`src/rtl/lrsp_pkg.sv`:
```
// ---------------------------------------------------------------------------
// lrsp_pkg: shared types and constants of the latency report parser
// Character codes, status codes, register indexes, reset values and the
// request/result/config structs used by the top level and the core.
// ---------------------------------------------------------------------------
package lrsp_pkg;

  localparam int DIGIT_SLOTS_DEF = 6;

  localparam logic [7:0] CHAR_NUL     = 8'd0;
  localparam logic [7:0] CHAR_LOW_A   = 8'd97;
  localparam logic [7:0] CHAR_LOW_Z   = 8'd122;
  localparam logic [7:0] CHAR_ZERO    = 8'd48;
  localparam logic [7:0] CHAR_NINE    = 8'd57;
  localparam logic [7:0] CHAR_START   = 8'd108;  // 'l'
  localparam logic [7:0] CHAR_MSEC    = 8'd109;  // 'm'
  localparam logic [7:0] CHAR_USEC    = 8'd117;  // 'u'
  localparam logic [7:0] CHAR_PONG    = 8'd98;   // 'b'

  localparam logic [31:0] MS_TO_US = 32'd1000;

  localparam logic [1:0] STATUS_READY  = 2'd0;
  localparam logic [1:0] STATUS_RESULT = 2'd1;
  localparam logic [1:0] STATUS_PING   = 2'd2;

  localparam logic [1:0] REG_AUDIO_MODE = 2'd0;
  localparam logic [1:0] REG_GAME_MODE  = 2'd1;
  localparam logic [1:0] REG_MIN_LAT    = 2'd2;
  localparam logic [1:0] REG_MAX_LAT    = 2'd3;

  localparam logic [31:0] MIN_LAT_RESET = 32'd1000;
  localparam logic [31:0] MAX_LAT_RESET = 32'd1000000;

  typedef struct packed {
    logic [7:0]  char_code;
    logic [31:0] timestamp_us;
    logic        link_up;
  } item_t;

  typedef struct packed {
    logic        send_ping;
    logic        start_playback;
    logic        mouse_click;
    logic        report_valid;
    logic [31:0] internal_us;
    logic [31:0] external_us;
    logic [31:0] ping_us;
    logic [1:0]  status;
  } result_t;

  typedef struct packed {
    logic        audio_mode;
    logic        game_mode;
    logic [31:0] min_latency_us;
    logic [31:0] max_latency_us;
  } cfg_t;

endpackage

```
`src/rtl/lrsp_core.sv`:
```
// ---------------------------------------------------------------------------
// lrsp_core: parser state and next-state logic
// Holds the phase, the digit accumulators and the captured times, and
// works out the result of the request presented on req when fire is high.
// ---------------------------------------------------------------------------
module lrsp_core #(
  parameter int DIGIT_SLOTS = lrsp_pkg::DIGIT_SLOTS_DEF
) (
  input  logic             clk,
  input  logic             rst,
  input  logic             fire,
  input  lrsp_pkg::item_t  req,
  input  lrsp_pkg::cfg_t   cfg,
  output lrsp_pkg::result_t res
);
  import lrsp_pkg::*;

  localparam int CNT_W = $clog2(DIGIT_SLOTS + 1);

  typedef enum logic [1:0] {
    PH_IDLE   = STATUS_READY,
    PH_RESULT = STATUS_RESULT,
    PH_PING   = STATUS_PING
  } phase_t;

  phase_t           phase, phase_next;
  logic [CNT_W-1:0] digit_count, digit_count_next;
  // Horner accumulators of the digits so far, in plain units and times 1000
  logic [31:0]      acc, acc_next;
  logic [31:0]      acc_ms, acc_ms_next;
  logic [31:0]      start_time, start_time_next;
  logic [31:0]      first_reply_time, first_reply_time_next;
  logic [31:0]      ping_start_time, ping_start_time_next;
  logic [31:0]      internal_latency, internal_latency_next;
  logic [31:0]      external_latency, external_latency_next;

  logic        active, alnum, first_char, fail;
  logic [7:0]  digit;
  logic [31:0] digit_ms, reply_time, intl, ext;
  phase_t      ph_eff;

  always_comb begin
    phase_next            = phase;
    digit_count_next      = digit_count;
    acc_next              = acc;
    acc_ms_next           = acc_ms;
    start_time_next       = start_time;
    first_reply_time_next = first_reply_time;
    ping_start_time_next  = ping_start_time;
    internal_latency_next = internal_latency;
    external_latency_next = external_latency;
    res                   = '0;

    active = (req.char_code != CHAR_NUL) && req.link_up;
    alnum  = ((req.char_code >= CHAR_LOW_A) && (req.char_code <= CHAR_LOW_Z)) ||
             ((req.char_code >= CHAR_ZERO) && (req.char_code <= CHAR_NINE));
    ph_eff     = alnum ? phase : PH_IDLE;
    first_char = (digit_count == '0);
    digit      = req.char_code - CHAR_ZERO;
    digit_ms   = {14'd0, {digit, 10'd0} - {6'd0, digit, 4'd0} - {7'd0, digit, 3'd0}};
    reply_time = first_char ? req.timestamp_us : first_reply_time;
    intl       = reply_time - start_time;
    ext        = (req.char_code == CHAR_MSEC) ? acc_ms : acc;
    fail       = (ext > cfg.max_latency_us) || (intl > cfg.max_latency_us) ||
                 (ext < cfg.min_latency_us) || (intl < cfg.min_latency_us);

    if (active) begin
      if (!alnum) begin
        internal_latency_next = '0;
        external_latency_next = '0;
        phase_next            = PH_IDLE;
      end
      unique case (ph_eff)
        PH_IDLE: begin
          if (req.char_code == CHAR_START) begin
            start_time_next    = req.timestamp_us;
            phase_next         = PH_RESULT;
            res.start_playback = cfg.audio_mode;
            res.mouse_click    = cfg.game_mode;
          end
        end
        PH_RESULT: begin
          if (first_char) first_reply_time_next = req.timestamp_us;
          if ((req.char_code == CHAR_MSEC) || (req.char_code == CHAR_USEC)) begin
            internal_latency_next = intl;
            external_latency_next = ext;
            digit_count_next      = '0;
            acc_next              = '0;
            acc_ms_next           = '0;
            if (fail) begin
              phase_next = PH_IDLE;
            end else begin
              res.send_ping        = 1'b1;
              ping_start_time_next = req.timestamp_us;
              phase_next           = PH_PING;
            end
          end else if (digit_count < CNT_W'(DIGIT_SLOTS)) begin
            acc_next         = {acc[28:0], 3'd0} + {acc[30:0], 1'd0} + {24'd0, digit};
            acc_ms_next      = {acc_ms[28:0], 3'd0} + {acc_ms[30:0], 1'd0} + digit_ms;
            digit_count_next = digit_count + CNT_W'(1);
          end
        end
        PH_PING: begin
          if (req.char_code == CHAR_PONG) begin
            res.report_valid = 1'b1;
            res.internal_us  = internal_latency;
            res.external_us  = external_latency;
            res.ping_us      = req.timestamp_us - ping_start_time;
            phase_next       = PH_IDLE;
          end
        end
        default: begin
        end
      endcase
    end
    res.status = phase_next;
  end

  always_ff @(posedge clk) begin
    if (rst) begin
      phase            <= PH_IDLE;
      digit_count      <= '0;
      acc              <= '0;
      acc_ms           <= '0;
      start_time       <= '0;
      first_reply_time <= '0;
      ping_start_time  <= '0;
      internal_latency <= '0;
      external_latency <= '0;
    end else if (fire) begin
      phase            <= phase_next;
      digit_count      <= digit_count_next;
      acc              <= acc_next;
      acc_ms           <= acc_ms_next;
      start_time       <= start_time_next;
      first_reply_time <= first_reply_time_next;
      ping_start_time  <= ping_start_time_next;
      internal_latency <= internal_latency_next;
      external_latency <= external_latency_next;
    end
  end

  // the ms accumulator always tracks the plain one times 1000
  a_acc_ms: assert property (@(posedge clk) disable iff (rst)
    1'b1 |=> (acc_ms == 32'(acc * MS_TO_US))) else $error("ms accumulator out of step");

  a_count_max: assert property (@(posedge clk) disable iff (rst)
    1'b1 |=> (digit_count <= CNT_W'(DIGIT_SLOTS))) else $error("digit count overflow");

  a_clear_on_close: assert property (@(posedge clk) disable iff (rst)
    (fire && res.send_ping) |=> (digit_count == '0) && (acc == '0))
    else $error("digits not cleared on close");

endmodule

```
`src/rtl/latency_report_serial_parser.sv`:
```
// ---------------------------------------------------------------------------
// latency_report_serial_parser: serial latency device report parser
// Input register, parser core and result register, one character a cycle unless the result is stalled.
// ---------------------------------------------------------------------------
//  channel | signals                          | direction
//  --------+----------------------------------+-----------
//  in      | in_valid, in_stall, char fields  | request in
//  out     | out_valid, out_stall, results    | result out
//  cfg     | cfg_en, cfg_index, cfg_data      | write only
//
// One result per request; out_valid rises once the request has passed the
// input register and the result register. A new request is taken every cycle while in_stall is low.
// Reset clears the phase, accumulators, times and config to defaults.
// A stalled result holds; the input register still takes one request
// while it is empty, then in_stall rises.
module latency_report_serial_parser #(
  parameter int DIGIT_SLOTS = lrsp_pkg::DIGIT_SLOTS_DEF
) (
  input  logic        clk,
  input  logic        rst,
  input  logic        in_valid,
  output logic        in_stall,
  input  logic [7:0]  char_code,
  input  logic [31:0] timestamp_us,
  input  logic        link_up,
  output logic        out_valid,
  input  logic        out_stall,
  output logic        send_ping,
  output logic        start_playback,
  output logic        mouse_click,
  output logic        report_valid,
  output logic [31:0] internal_us,
  output logic [31:0] external_us,
  output logic [31:0] ping_us,
  output logic [1:0]  status,
  input  logic        cfg_en,
  input  logic [1:0]  cfg_index,
  input  logic [31:0] cfg_data
);
  import lrsp_pkg::*;

  cfg_t    cfg;
  item_t   s1_item;
  logic    s1_valid;
  result_t res, out_res;
  logic    advance, fire;

  assign advance  = !out_valid || !out_stall;
  assign fire     = s1_valid && advance;
  assign in_stall = s1_valid && !advance;

  always_ff @(posedge clk) begin
    if (rst) begin
      cfg.audio_mode     <= 1'b0;
      cfg.game_mode      <= 1'b0;
      cfg.min_latency_us <= MIN_LAT_RESET;
      cfg.max_latency_us <= MAX_LAT_RESET;
    end else if (cfg_en) begin
      unique case (cfg_index)
        REG_AUDIO_MODE: cfg.audio_mode     <= cfg_data[0];
        REG_GAME_MODE:  cfg.game_mode      <= cfg_data[0];
        REG_MIN_LAT:    cfg.min_latency_us <= cfg_data;
        REG_MAX_LAT:    cfg.max_latency_us <= cfg_data;
        default: begin
        end
      endcase
    end
  end

  always_ff @(posedge clk) begin
    if (rst) begin
      s1_valid <= 1'b0;
    end else if (!in_stall) begin
      s1_valid <= in_valid;
    end
    if (in_valid && !in_stall) begin
      s1_item <= '{char_code: char_code, timestamp_us: timestamp_us, link_up: link_up};
    end
  end

  lrsp_core #(
    .DIGIT_SLOTS(DIGIT_SLOTS)
  ) u_core (
    .clk (clk),
    .rst (rst),
    .fire(fire),
    .req (s1_item),
    .cfg (cfg),
    .res (res)
  );

  always_ff @(posedge clk) begin
    if (rst) begin
      out_valid <= 1'b0;
    end else if (advance) begin
      out_valid <= s1_valid;
    end
    if (fire) out_res <= res;
  end

  assign send_ping      = out_res.send_ping;
  assign start_playback = out_res.start_playback;
  assign mouse_click    = out_res.mouse_click;
  assign report_valid   = out_res.report_valid;
  assign internal_us    = out_res.internal_us;
  assign external_us    = out_res.external_us;
  assign ping_us        = out_res.ping_us;
  assign status         = out_res.status;

  a_report_idle: assert property (@(posedge clk) disable iff (rst)
    (out_valid && report_valid) |-> (status == STATUS_READY))
    else $error("report without return to idle");

  a_ping_status: assert property (@(posedge clk) disable iff (rst)
    (out_valid && send_ping) |-> (status == STATUS_PING))
    else $error("ping request outside ping wait");

  a_strobe_status: assert property (@(posedge clk) disable iff (rst)
    (out_valid && (start_playback || mouse_click)) |-> (status == STATUS_RESULT))
    else $error("start strobe outside result wait");

  a_quiet_fields: assert property (@(posedge clk) disable iff (rst)
    (out_valid && !report_valid) |->
      ((internal_us == '0) && (external_us == '0) && (ping_us == '0)))
    else $error("report fields set without report");

  a_reset_empty: assert property (@(posedge clk)
    rst |=> (!out_valid && !s1_valid)) else $error("pipeline not empty after reset");

endmodule

```
`config.mk`:
```
export PLATFORM = sky130hd
export DESIGN_NAME = latency_report_serial_parser
export DESIGN_NICKNAME = d
export VERILOG_FILES = /design/src/rtl/lrsp_pkg.sv /design/src/rtl/lrsp_core.sv /design/src/rtl/latency_report_serial_parser.sv
export SDC_FILE = /design/constraint.sdc
export NUM_CORES = 1
export LEC_CHECK = 0
export BUFFER_PORTS_ARGS = -buffer_cell sky130_fd_sc_hd__buf_2
export CELL_PAD_IN_SITES_DETAIL_PLACEMENT = 0
export CELL_PAD_IN_SITES_GLOBAL_PLACEMENT = 2
export CORE_ASPECT_RATIO = 0.9
export CORE_MARGIN = 1
export CORE_UTILIZATION = 38
export DETAILED_ROUTE_END_ITERATION = 8
export GPL_TIMING_DRIVEN = 0
export MAX_ROUTING_LAYER = met4
export PLACE_DENSITY_LB_ADDON = 0.2
export SYNTH_ARGS = -nofsm -noshare
export SYNTH_HDL_FRONTEND = slang
export SYNTH_SLANG_ARGS = --single-unit
```
`constraint.sdc`:
```
create_clock -name clk -period 14.4 [get_ports clk]
set_clock_uncertainty 0.15 [all_clocks]
set_input_delay 4.32 -clock clk [delete_from_list [all_inputs] [get_ports clk]]
set_output_delay 4.32 -clock clk [all_outputs]
set_load 0.05 [all_outputs]
```
# Yosys cells after proc, flatten, opt, wreduce, memory -nomap -nowiden
# Index checks and enable logic that the tools add are counted.
# totals
ff_bits	440
out_inout_bits	104
inputBits	80
# classes
reduce_logical	34
bitwise_logic	1
add_sub_neg	10
n_mux	23
n_eq_ne	9
n_lt_le_gt_ge	9
# ops
op	count
2-to-1 mux 32 bit	12
2-to-1 mux 97 bit	1
adder 32 bit	2
> comparator 32 bit	2
less-than comparator 32 bit	2
subtractor 32 bit	2
adder 32 x 18 -> 32 bit	1
adder 32 x 8 -> 32 bit	1
equality test 8 x 7 -> 1 bit (second input constant)	4
subtractor 18 x 11 -> 18 bit	1
subtractor 18 x 12 -> 18 bit	1
2-to-1 mux 2 bit	6
AND reduction 2 bit	6
AND reduction 3 bit	4
greater-or-equal comparator 8 x 6 -> 1 bit (second input constant)	1
greater-or-equal comparator 8 x 7 -> 1 bit (second input constant)	1
<= comparator 8 x 6 -> 1 bit (second input constant)	1
<= comparator 8 x 7 -> 1 bit (second input constant)	1
AND reduction 4 bit	2
nonzero test 8 bit	1
subtractor 8 x 6 -> 8 bit (second input constant)	1
equality test 2 bit (second input constant)	3
logical AND 1 bit	6
logical OR 1 bit	6
other kinds (12)	18

# Depth between registers and ports, before layout
# Gate-level depths: netlist (run 1).
# logic_depth
word_depth	11
mapped_depth	29
mapped_depth_nobuf	26

# Modules after synthesis
# From an unflattened synthesis (run 1), not the netlist that was laid out.
# unflattened
cells_unflattened	2931
hier_area_um2	27161.0
# by_module_without_submodules
mod	area_per_inst_um2	cells_each	seq_area_each_um2	n_inst
lrsp_core	20006.7	2513	4504.3	1
latency_report_serial_parser	7154.4	418	5655.4	1

# Worst setup path after synthesis (run 1)
# OpenSTA, ideal clock, no wires.
# synth_path
path_kind	input-to-reg
from	input out_stall
to	register u_core.start_time[10]
required_time_ns	14.122
setup_ns	0.128
arrival_time_ns	11.572
setup_slack_ns	2.551
n_path_buf	1
path_stages	5
path_cell_list	a21boi_1 -> nand3_1 -> buf_4 -> mux2i_1 -> nor2_1
# synth_via
elab_chain_cells	4
# synth_rtl
element	line	text
from (decl)	latency_report_serial_parser.sv:27	input logic out_stall,
zero test 1 bit	latency_report_serial_parser.sv:48	assign advance = !out_valid || !out_stall;
logical OR 1 bit	latency_report_serial_parser.sv:48	
logical AND 1 bit	latency_report_serial_parser.sv:49	assign fire = s1_valid && advance;
AND reduction 4 bit (no source line)	--	
to (signal assigned)	lrsp_core.sv:135	start_time <= start_time_next;
to (decl)	lrsp_core.sv:31	logic [31:0] start_time, start_time_next;
# Every way passes these cells.
# A chain may end at the register's enable or synchronous reset.

# Worst setup path in the final report (run 1)
# layout_path
from	input out_stall
to	output in_stall
# layout_via
elab_chain_cells	4
# layout_rtl
element	line	text
zero test 1 bit	latency_report_serial_parser.sv:48	
logical OR 1 bit	latency_report_serial_parser.sv:48	
zero test 1 bit	latency_report_serial_parser.sv:50	assign in_stall = s1_valid && !advance;
logical AND 1 bit	latency_report_serial_parser.sv:50	
to (decl)	latency_report_serial_parser.sv:22	output logic in_stall,
# Every way passes these cells.

==> results.md, run 1 <==
- Outcome: finished, final reports clean
- Largest net degree at the start of global routing: 32
- Router iterations before antenna repair: 5
- CTS tree: done
- Startpoint-to-endpoint class of the critical path: primary input to output pin
- Avg Cell Area, Syn: 9.24 um^2
- Net count after synthesis: 3299
- Total gr overflow: 0
- IO Count: 184
- Worst Path Max Fanout: 3
- Max-slew headroom: 0.0798
- Clock transition time at the flip-flop clock pins of the worst setup and hold paths: 60 ps
- Nature of the critical path endpoint: output pin
- Synthesized-area fraction occupied by ao, oa, aoi and oai cells: 0.167
- Number of cell rows: 91
- Wire length per cell: 21.3 um
- CTS sink cnt: 435
- Final Critical Period: 9460 ps
- Minimum setup slack in the final design: 4940 ps
- Mux contribution to synthesized area: 0.0503
- Die area: 71300 um^2
- Total routing usage reported by global routing: 0.249
- Initial drt markers: 1559
- Standard cell area after detailed placement: 28900 um^2
- Portion of synthesized cell area occupied by the leading cell type: 0.219
- Final worst hold slack: 302 ps
- Final critical-path share of the clock period: 0.657
- Design Power: 3.08 mW
- Routability Congestion: 0.914
- CP required: 9930 ps
- Top flip-flop cell by instance count after synthesis: dfxtp_1
- Number of maximum-capacitance violations: 0
- Post-Synth XOR/XNOR Area: 0.0387
- Power density over cell area: 101 nW/um^2
- Hold path depth: 2
- Cell count after synthesis: 2888
- Level count of the clock H-tree: 2
- Most frequent standard cell in the layout excluding fill and tap cells: ha_1
- RSZ-0062 raised after global routing: false
- EDFF count, synth: 143
- Reported leakage power: 13.0 nW
- Detail Placement HPWL: 69400 um
- Flop and latch count out of synthesis: 435
- Reg-to-reg slack, setup: 6030 ps
- Met3 Use GR: 0.0405
- Leading cell types by total area after synthesis: dfxtp_1 22%, edfxtp_1 16%, ha_1 14%, a21oi_1 4.0%, nand2_1 3.9%
- Total number of yosys warnings: 0
- Endpoint of the lowest-slack register-to-register path: u_core.ping_start_time[4]
- Clock latency of the later-clocked register in the worst-skew pair: 620 ps
- Main combinational cell family by area after synthesis: compound AO/OA/AOI/OAI gates
- Post-layout instance area: 30600 um^2
- Count of input and output buffers: 183
- Most frequent cells in the layout: 309 x ha_1, 292 x dfxtp_1, 276 x nand2_1
- Die Ht: 253 um
- Worst setup slack before clock tree synthesis: 4950 ps
- First-pass GRT wire length: 129000 um
- CTS Root Buffer Type: clkbuf_16
- Post-CTS setup repair buffer count: 0
- Netlist area before placement: 26700 um^2
- Hold Fails Final Rpt: 0
- Number of buffers added by the clock tree synthesis step: 51
- Combined area of the multi-input logic cells: 15200 um^2
- CTS max path bufs: 3
- DRC violations left: 0
- Leading area contributor after synthesis: dfxtp_1
- Startpoint of the most critical hold path: cfg[63]
- Area fraction in and, or, nand and nor cells after synthesis: 0.150
- Hold Path Sink: cfg[63]
- Antenna-violating nets left: 0
- Number of filler instances in the final layout: 6918
- Met1 global-route usage: 0.380
- Source of the worst register-to-register timing path: u_core.digit_count[0]
- Max Slew Vio Count: 0
- Cell variety after synth: 87
- Vias: 21.9k
- Kind of launch point of the worst setup path: primary input
- Number of global-route vias before repair: 20.8k
- Endpoint arrival time on the critical path: 4990 ps
- GRT busiest layer: met1
- Global-route track usage on met2: 0.336
- Sequential area share after synthesis: 0.380
- Sequential cell area: 10100 um^2
- Hold-fix buffers, CTS: 0
- Via density per instance: 5.34
- Largest vdd supply drop: 78.1 uV
- Final #Nets: 3540
- Synth-to-Final Area Change: 14.5%
- Wirelength, routed: 87400 um
- Maximum clock frequency: 106 MHz
- Share of layout cells above drive strength 1: 0.118
- Synthesized-area fraction occupied by adder cells: 0.161
- Effective utilization at floorplan: 0.387
- Depth of the most critical reg-to-reg path: 27
- Async S/R FF share, synth: 0
- Setup violation total in the final timing report: 0
- Die span in x: 281 um
- Path category of the worst min-delay check: flop to flop
- Antenna violations before repair: 5
- CTS-repair resized insts: 0
- Total core area: 69000 um^2
- Actual slew at the worst max-slew pin: 1350 ps
==> state kept, by name, indices dropped and copies added (netlist names), 3 cells and up <==
register / cells
internal_us: 32
u_core.first_reply_time: 32
u_core.start_time: 32
s1_item: 41
u_core.external_latency: 32
u_core.acc: 30
u_core.internal_latency: 32
external_us: 32
ping_us: 32
u_core.digit_count: 3
cfg: 66
u_core.acc_ms: 29
u_core.ping_start_time: 32
==> per-stage QoR <==
stage,cells,setup TNS [ps],utilization
5_1_grt,4104,0,0.443
2_1_floorplan,2888,0,-
4_1_cts,4102,0,0.443
6_report,4106,0,0.443
3_3_place_gp,4001,-249920,0.417
3_5_place_dp,4006,0,0.419
==> power by group <==
part           total, mW  internal, mW  switching, mW
Sequential          1.31          1.29         0.0171
Clock               1.31         0.752          0.559
Combinational      0.457         0.154          0.303
==> kinds of logic after synthesis <==
| logic type | after synthesis |
|---|---|
| xor+xnor | 118 |
| fa+ha+maj | 331 |
| compound gates | 683 |
| mux | 126 |
| flops | 435 |
| simple gates | 844 |
| buf+inv | 351 |
==> how the worst max path moves through the flow <==
stage                   start               endpoint
floorplan           out_stall  u_core.start_time[10]
global placement    out_stall   u_core.start_time[0]
detailed placement  out_stall               in_stall
CTS                 out_stall               in_stall
global route        out_stall               in_stall
finish              out_stall               in_stall
==> routing by layer <==
metal / up-vias / wire length (um)
met1: 10484 / 45900
met3: 86 / 5230
met5: - / 0
met4: 0 / 1770
met2: 574 / 34500
li1: 10793 / -
==> critical path, stage by stage <==
cell and delay (ps):
buf_2 120, and3_1 250, buf_2 290
==> synth_stat cells (6+ instances only) <==
library cell / number
a211oi_1: 18
a21o_1: 96
a21oi_1: 215
a22o_1: 15
a22oi_1: 63
a31oi_1: 25
and2_1: 74
and3_1: 21
buf_2: 13
buf_4: 6
clkbuf_1: 93
dfxtp_1: 292
edfxtp_1: 143
fa_1: 22
ha_1: 309
inv_1: 226
mux2_2: 55
mux2i_1: 70
nand2_1: 276
nand2b_1: 17
nand3_1: 55
nand4_1: 27
nor2_1: 236
nor2b_1: 30
nor3_1: 30
nor3b_1: 9
o211ai_1: 23
o21a_1: 25
o21ai_0: 86
o21bai_1: 16
o31ai_1: 36
or3_1: 6
or4_1: 31
xnor2_1: 74
xor2_1: 44
==> cell type report <==
class	instances	share of cell area
clock inverter	29	0.00888
multi-input combinational	2102	0.497
inverter	228	0.0280
timing repair buffer	188	0.0335
sequential	435	0.332
buffer	123	0.0175
antenna	4	0.000327
tap	930	0.0381
clock buffer	67	0.0454
Power figures use the tool's default switching activity.
==> inputs of run 2 (changes only) <==
clock period = 9.2 ns   (was 14.4 ns; I/O delays follow)
==> run 2 against run 1 <==
Compared with the run above: worst setup slack got worse by 4100 ps; sequential share of layout area decreased by 0.11 points; critical path depth increased by 24; flip-flop and latch count unchanged; non-clock buffer count unchanged; utilization increased by 0.15 points; cell count increased by 0.12%; count of clock-buffer cells in the layout decreased by 1; clock power increased by 63%; register-to-register slack got worse by 5200 ps; largest power group is now clock.
==> results.md, run 2 (synthesis results as in run 1) <==
- Outcome: finished, final reports clean
- Max-slew headroom: 0.0982 (+0.0184)
- Largest vdd supply drop: 131 uV (+68%)
- IO Count: 184 (unchanged)
- Antenna violations before repair: 5 (unchanged)
- Clock latency of the later-clocked register in the worst-skew pair: 620 ps (about the same)
- Wire length per cell: 21.2 um (-0.19%)
- Number of buffers added by the clock tree synthesis step: 52 (+2.0%)
- Sequential cell area: 10100 um^2 (unchanged)
- Source of the worst register-to-register timing path: u_core.digit_count[0]
- Startpoint-to-endpoint class of the critical path: flop to flop
- Die area: 71300 um^2 (unchanged)
- Final core utilization: 0.444 (+0.00149)
- CP required: 9500 ps (-430 ps)
- Number of global-route vias before repair: 21.0k (+0.93%)
- Delay contributed by the slowest stage of the critical path: 640 ps (+350 ps)
- Maximum clock frequency: 119 MHz
- Die span in x: 281 um (unchanged)
- Number of cell rows: 91 (unchanged)
- CTS max path bufs: 3 (unchanged)
- Total gr overflow: 0 (unchanged)
- Antenna-violating nets left: 0 (unchanged)
- DRC violations left: 0 (unchanged)
- Final #Nets: 3541 (+0.028%)
- Max Slew Vio Count: 0 (unchanged)
- Largest register by flop count: cfg
- CTS-repair resized insts: 0 (unchanged)
- Power density over cell area: 160 nW/um^2 (+59%)
- Post-layout instance area: 30700 um^2 (+0.34%)
- Slowest stage cell, crit path: o22ai_1
- Synth-to-Final Area Change: 14.9%
- Nature of the critical path endpoint: flop
- Via density per instance: 5.38 (+0.77%)
- Total routing usage reported by global routing: 0.250 (+0.000287)
- Post-CTS setup repair buffer count: 0 (unchanged)
- Hold path depth: 2 (unchanged)
- Share of layout cells above drive strength 1: 0.120 (+0.00280)
- Depth of the most critical reg-to-reg path: 27 (unchanged)
- Final worst hold slack: 306 ps (+3.32 ps)
- Wirelength, routed: 87300 um (about the same)
- Clock transition time at the flip-flop clock pins of the worst setup and hold paths: 60 ps (about the same)
- Total core area: 69000 um^2 (unchanged)
- Number of filler instances in the final layout: 6817 (-1.5%)
- Top Registers: cfg: 66 flops, s1_item: 41 flops
- Count of input and output buffers: 183 (unchanged)
- Startpoint of the most critical hold path: cfg[13]
- Fraction of power spent switching nets: 0.285 (-0.000990)
- Endpoint arrival time on the critical path: 8680 ps (+3690 ps)
- Kind of launch point of the worst setup path: flop
- Standard cell area after detailed placement: 28900 um^2 (about the same)
- Worst Path Max Fanout: 10 (+7)
- Most frequent cells in the layout: 309 x ha_1, 292 x dfxtp_1, 276 x nand2_1
- Crit path launch: u_core.digit_count[0]
- Reported leakage power: 13.1 nW (+0.43%)
- Final Critical Period: 8380 ps
- Detail Placement HPWL: 69400 um (about the same)
- Sequential group share of total power: 0.418 (-0.008)
- Combinational group share of total power: 0.145 (-0.003)
- Effective utilization at floorplan: 0.387 (unchanged)
- Net Switching: 1.40 mW (+59%)
- Setup violation total in the final timing report: 0 (unchanged)
- Reg-to-reg slack, setup: 820 ps (-5210 ps)
- Initial drt markers: 1660 (+6.5%)
- Actual slew at the worst max-slew pin: 1320 ps (-26.9 ps)
- Router iterations before antenna repair: 7 (+2)
- Final critical-path share of the clock period: 0.911
- First-pass GRT wire length: 130000 um (+0.43%)
- Endpoint of the lowest-slack register-to-register path: u_core.ping_start_time[29]
- Vias: 22.1k (+0.89%)
- Hold Fails Final Rpt: 0 (unchanged)
- CTS Root Buffer Type: clkbuf_16
- Largest net degree at the start of global routing: 31 (-3.1%)
- Cell Int Power: 3.51 mW (+60%)
- Combined area of the multi-input logic cells: 15200 um^2 (unchanged)
- Number of maximum-capacitance violations: 0 (unchanged)
- Most frequent standard cell in the layout excluding fill and tap cells: ha_1
- Die Ht: 253 um (unchanged)
- Level count of the clock H-tree: 2 (unchanged)
- Path category of the worst min-delay check: flop to flop
- CTS sink cnt: 435 (unchanged)
- CTS tree: done
- Clock network power share: 0.437 (+0.011)
- Hold-fix buffers, CTS: 0 (unchanged)
- Buffers plus inverters on the worst setup path: 5 (+3)
- Routability Congestion: 0.923 (+1.1%)
- Max reg flops: 66 (unchanged)
- Hold Path Sink: cfg[13]
- RSZ-0062 raised after global routing: false
- Total negative setup slack: 0 ps (unchanged)
- Minimum setup slack in the final design: 818 ps (-4130 ps)
- Top Family by Delay on Critical Path: compound AO/OA/AOI/OAI gates
- Worst setup slack before clock tree synthesis: 1040 ps (-3910 ps)
==> run 2: cell count changes in the layout (fill, tap and decap cells not counted), sizes merged <==
cell      delta
diode        +4
bufinv       +1
clkbuf       -1
clkinv       +1
clkinvlp     -1
inv          +1
==> run 2: how the worst max path moves through the flow <==
stage,slack [ps],depth (start not counted),endpoint
after floorplan,1710,5,u_core.start_time[10]
after global placement,-1770,6,u_core.start_time[0]
after detailed placement,1040,27,u_core.ping_start_time[28]
after CTS,1000,27,u_core.ping_start_time[28]
after global routing,410,27,u_core.ping_start_time[4]
final,820,27,u_core.ping_start_time[29]
==> run 2: worst register-to-register path: stages, from the launching register on <==
cell and delay, ps:
dfxtp_1 400, inv_1 60, ha_1 190, nand2b_1 110, clkbuf_1 590, buf_1 560, mux2_2 430, ha_1 270
clkbuf_1 250, and3_1 230, o211ai_1 90, a21oi_1 360, o2111ai_1 310, a31oi_1 390, a21oi_1 200, o2111ai_1 270
mux2i_1 270, nand2_1 130, ha_1 290, nand2_1 70, nor3_1 330, nand3_1 200, o31ai_1 400, a211oi_1 110
o22ai_1 640, clkbuf_1 650, or4_1 220, o31ai_1 60
==> run 2: metal layers <==
| metal | track usage | vias to the layer above | routed length, um |
|---|---|---|---|
| met5 | - | - | 0 |
| met4 | 0.0543 | 0 | 1460 |
| met3 | 0.0439 | 87 | 6010 |
| met2 | 0.335 | 657 | 34900 |
| met1 | 0.381 | 10606 | 44900 |
| li1 | - | 10782 | - |
==> run 2: layout make-up <==
class / count / share of cell area
antenna: 8 / 0.000653
buffer: 123 / 0.0174
clock buffer: 66 / 0.0465
clock inverter: 31 / 0.0109
inverter: 228 / 0.0279
multi-input combinational: 2102 / 0.495
sequential: 435 / 0.331
tap: 930 / 0.0379
timing repair buffer: 188 / 0.0331
==> run 2: through the flow <==
step / instances / power (mW)
after floorplan: 2888 / 2.57
after global placement: 4001 / 2.78
after detailed placement: 4006 / 2.80
after CTS: 4103 / 4.95
after global routing: 4106 / 5.11
final: 4111 / 4.91
==> run 2: power groups by stage <==
stage	Combinational (mW)	Clock, mW	Sequential (mW)
3_5_place_dp	0.704	0	2.09
6_report	0.713	2.14	2.05
2_1_floorplan	0.417	0	2.16
4_1_cts	0.708	2.20	2.05
3_3_place_gp	0.684	0	2.10
5_1_grt	0.785	2.27	2.05
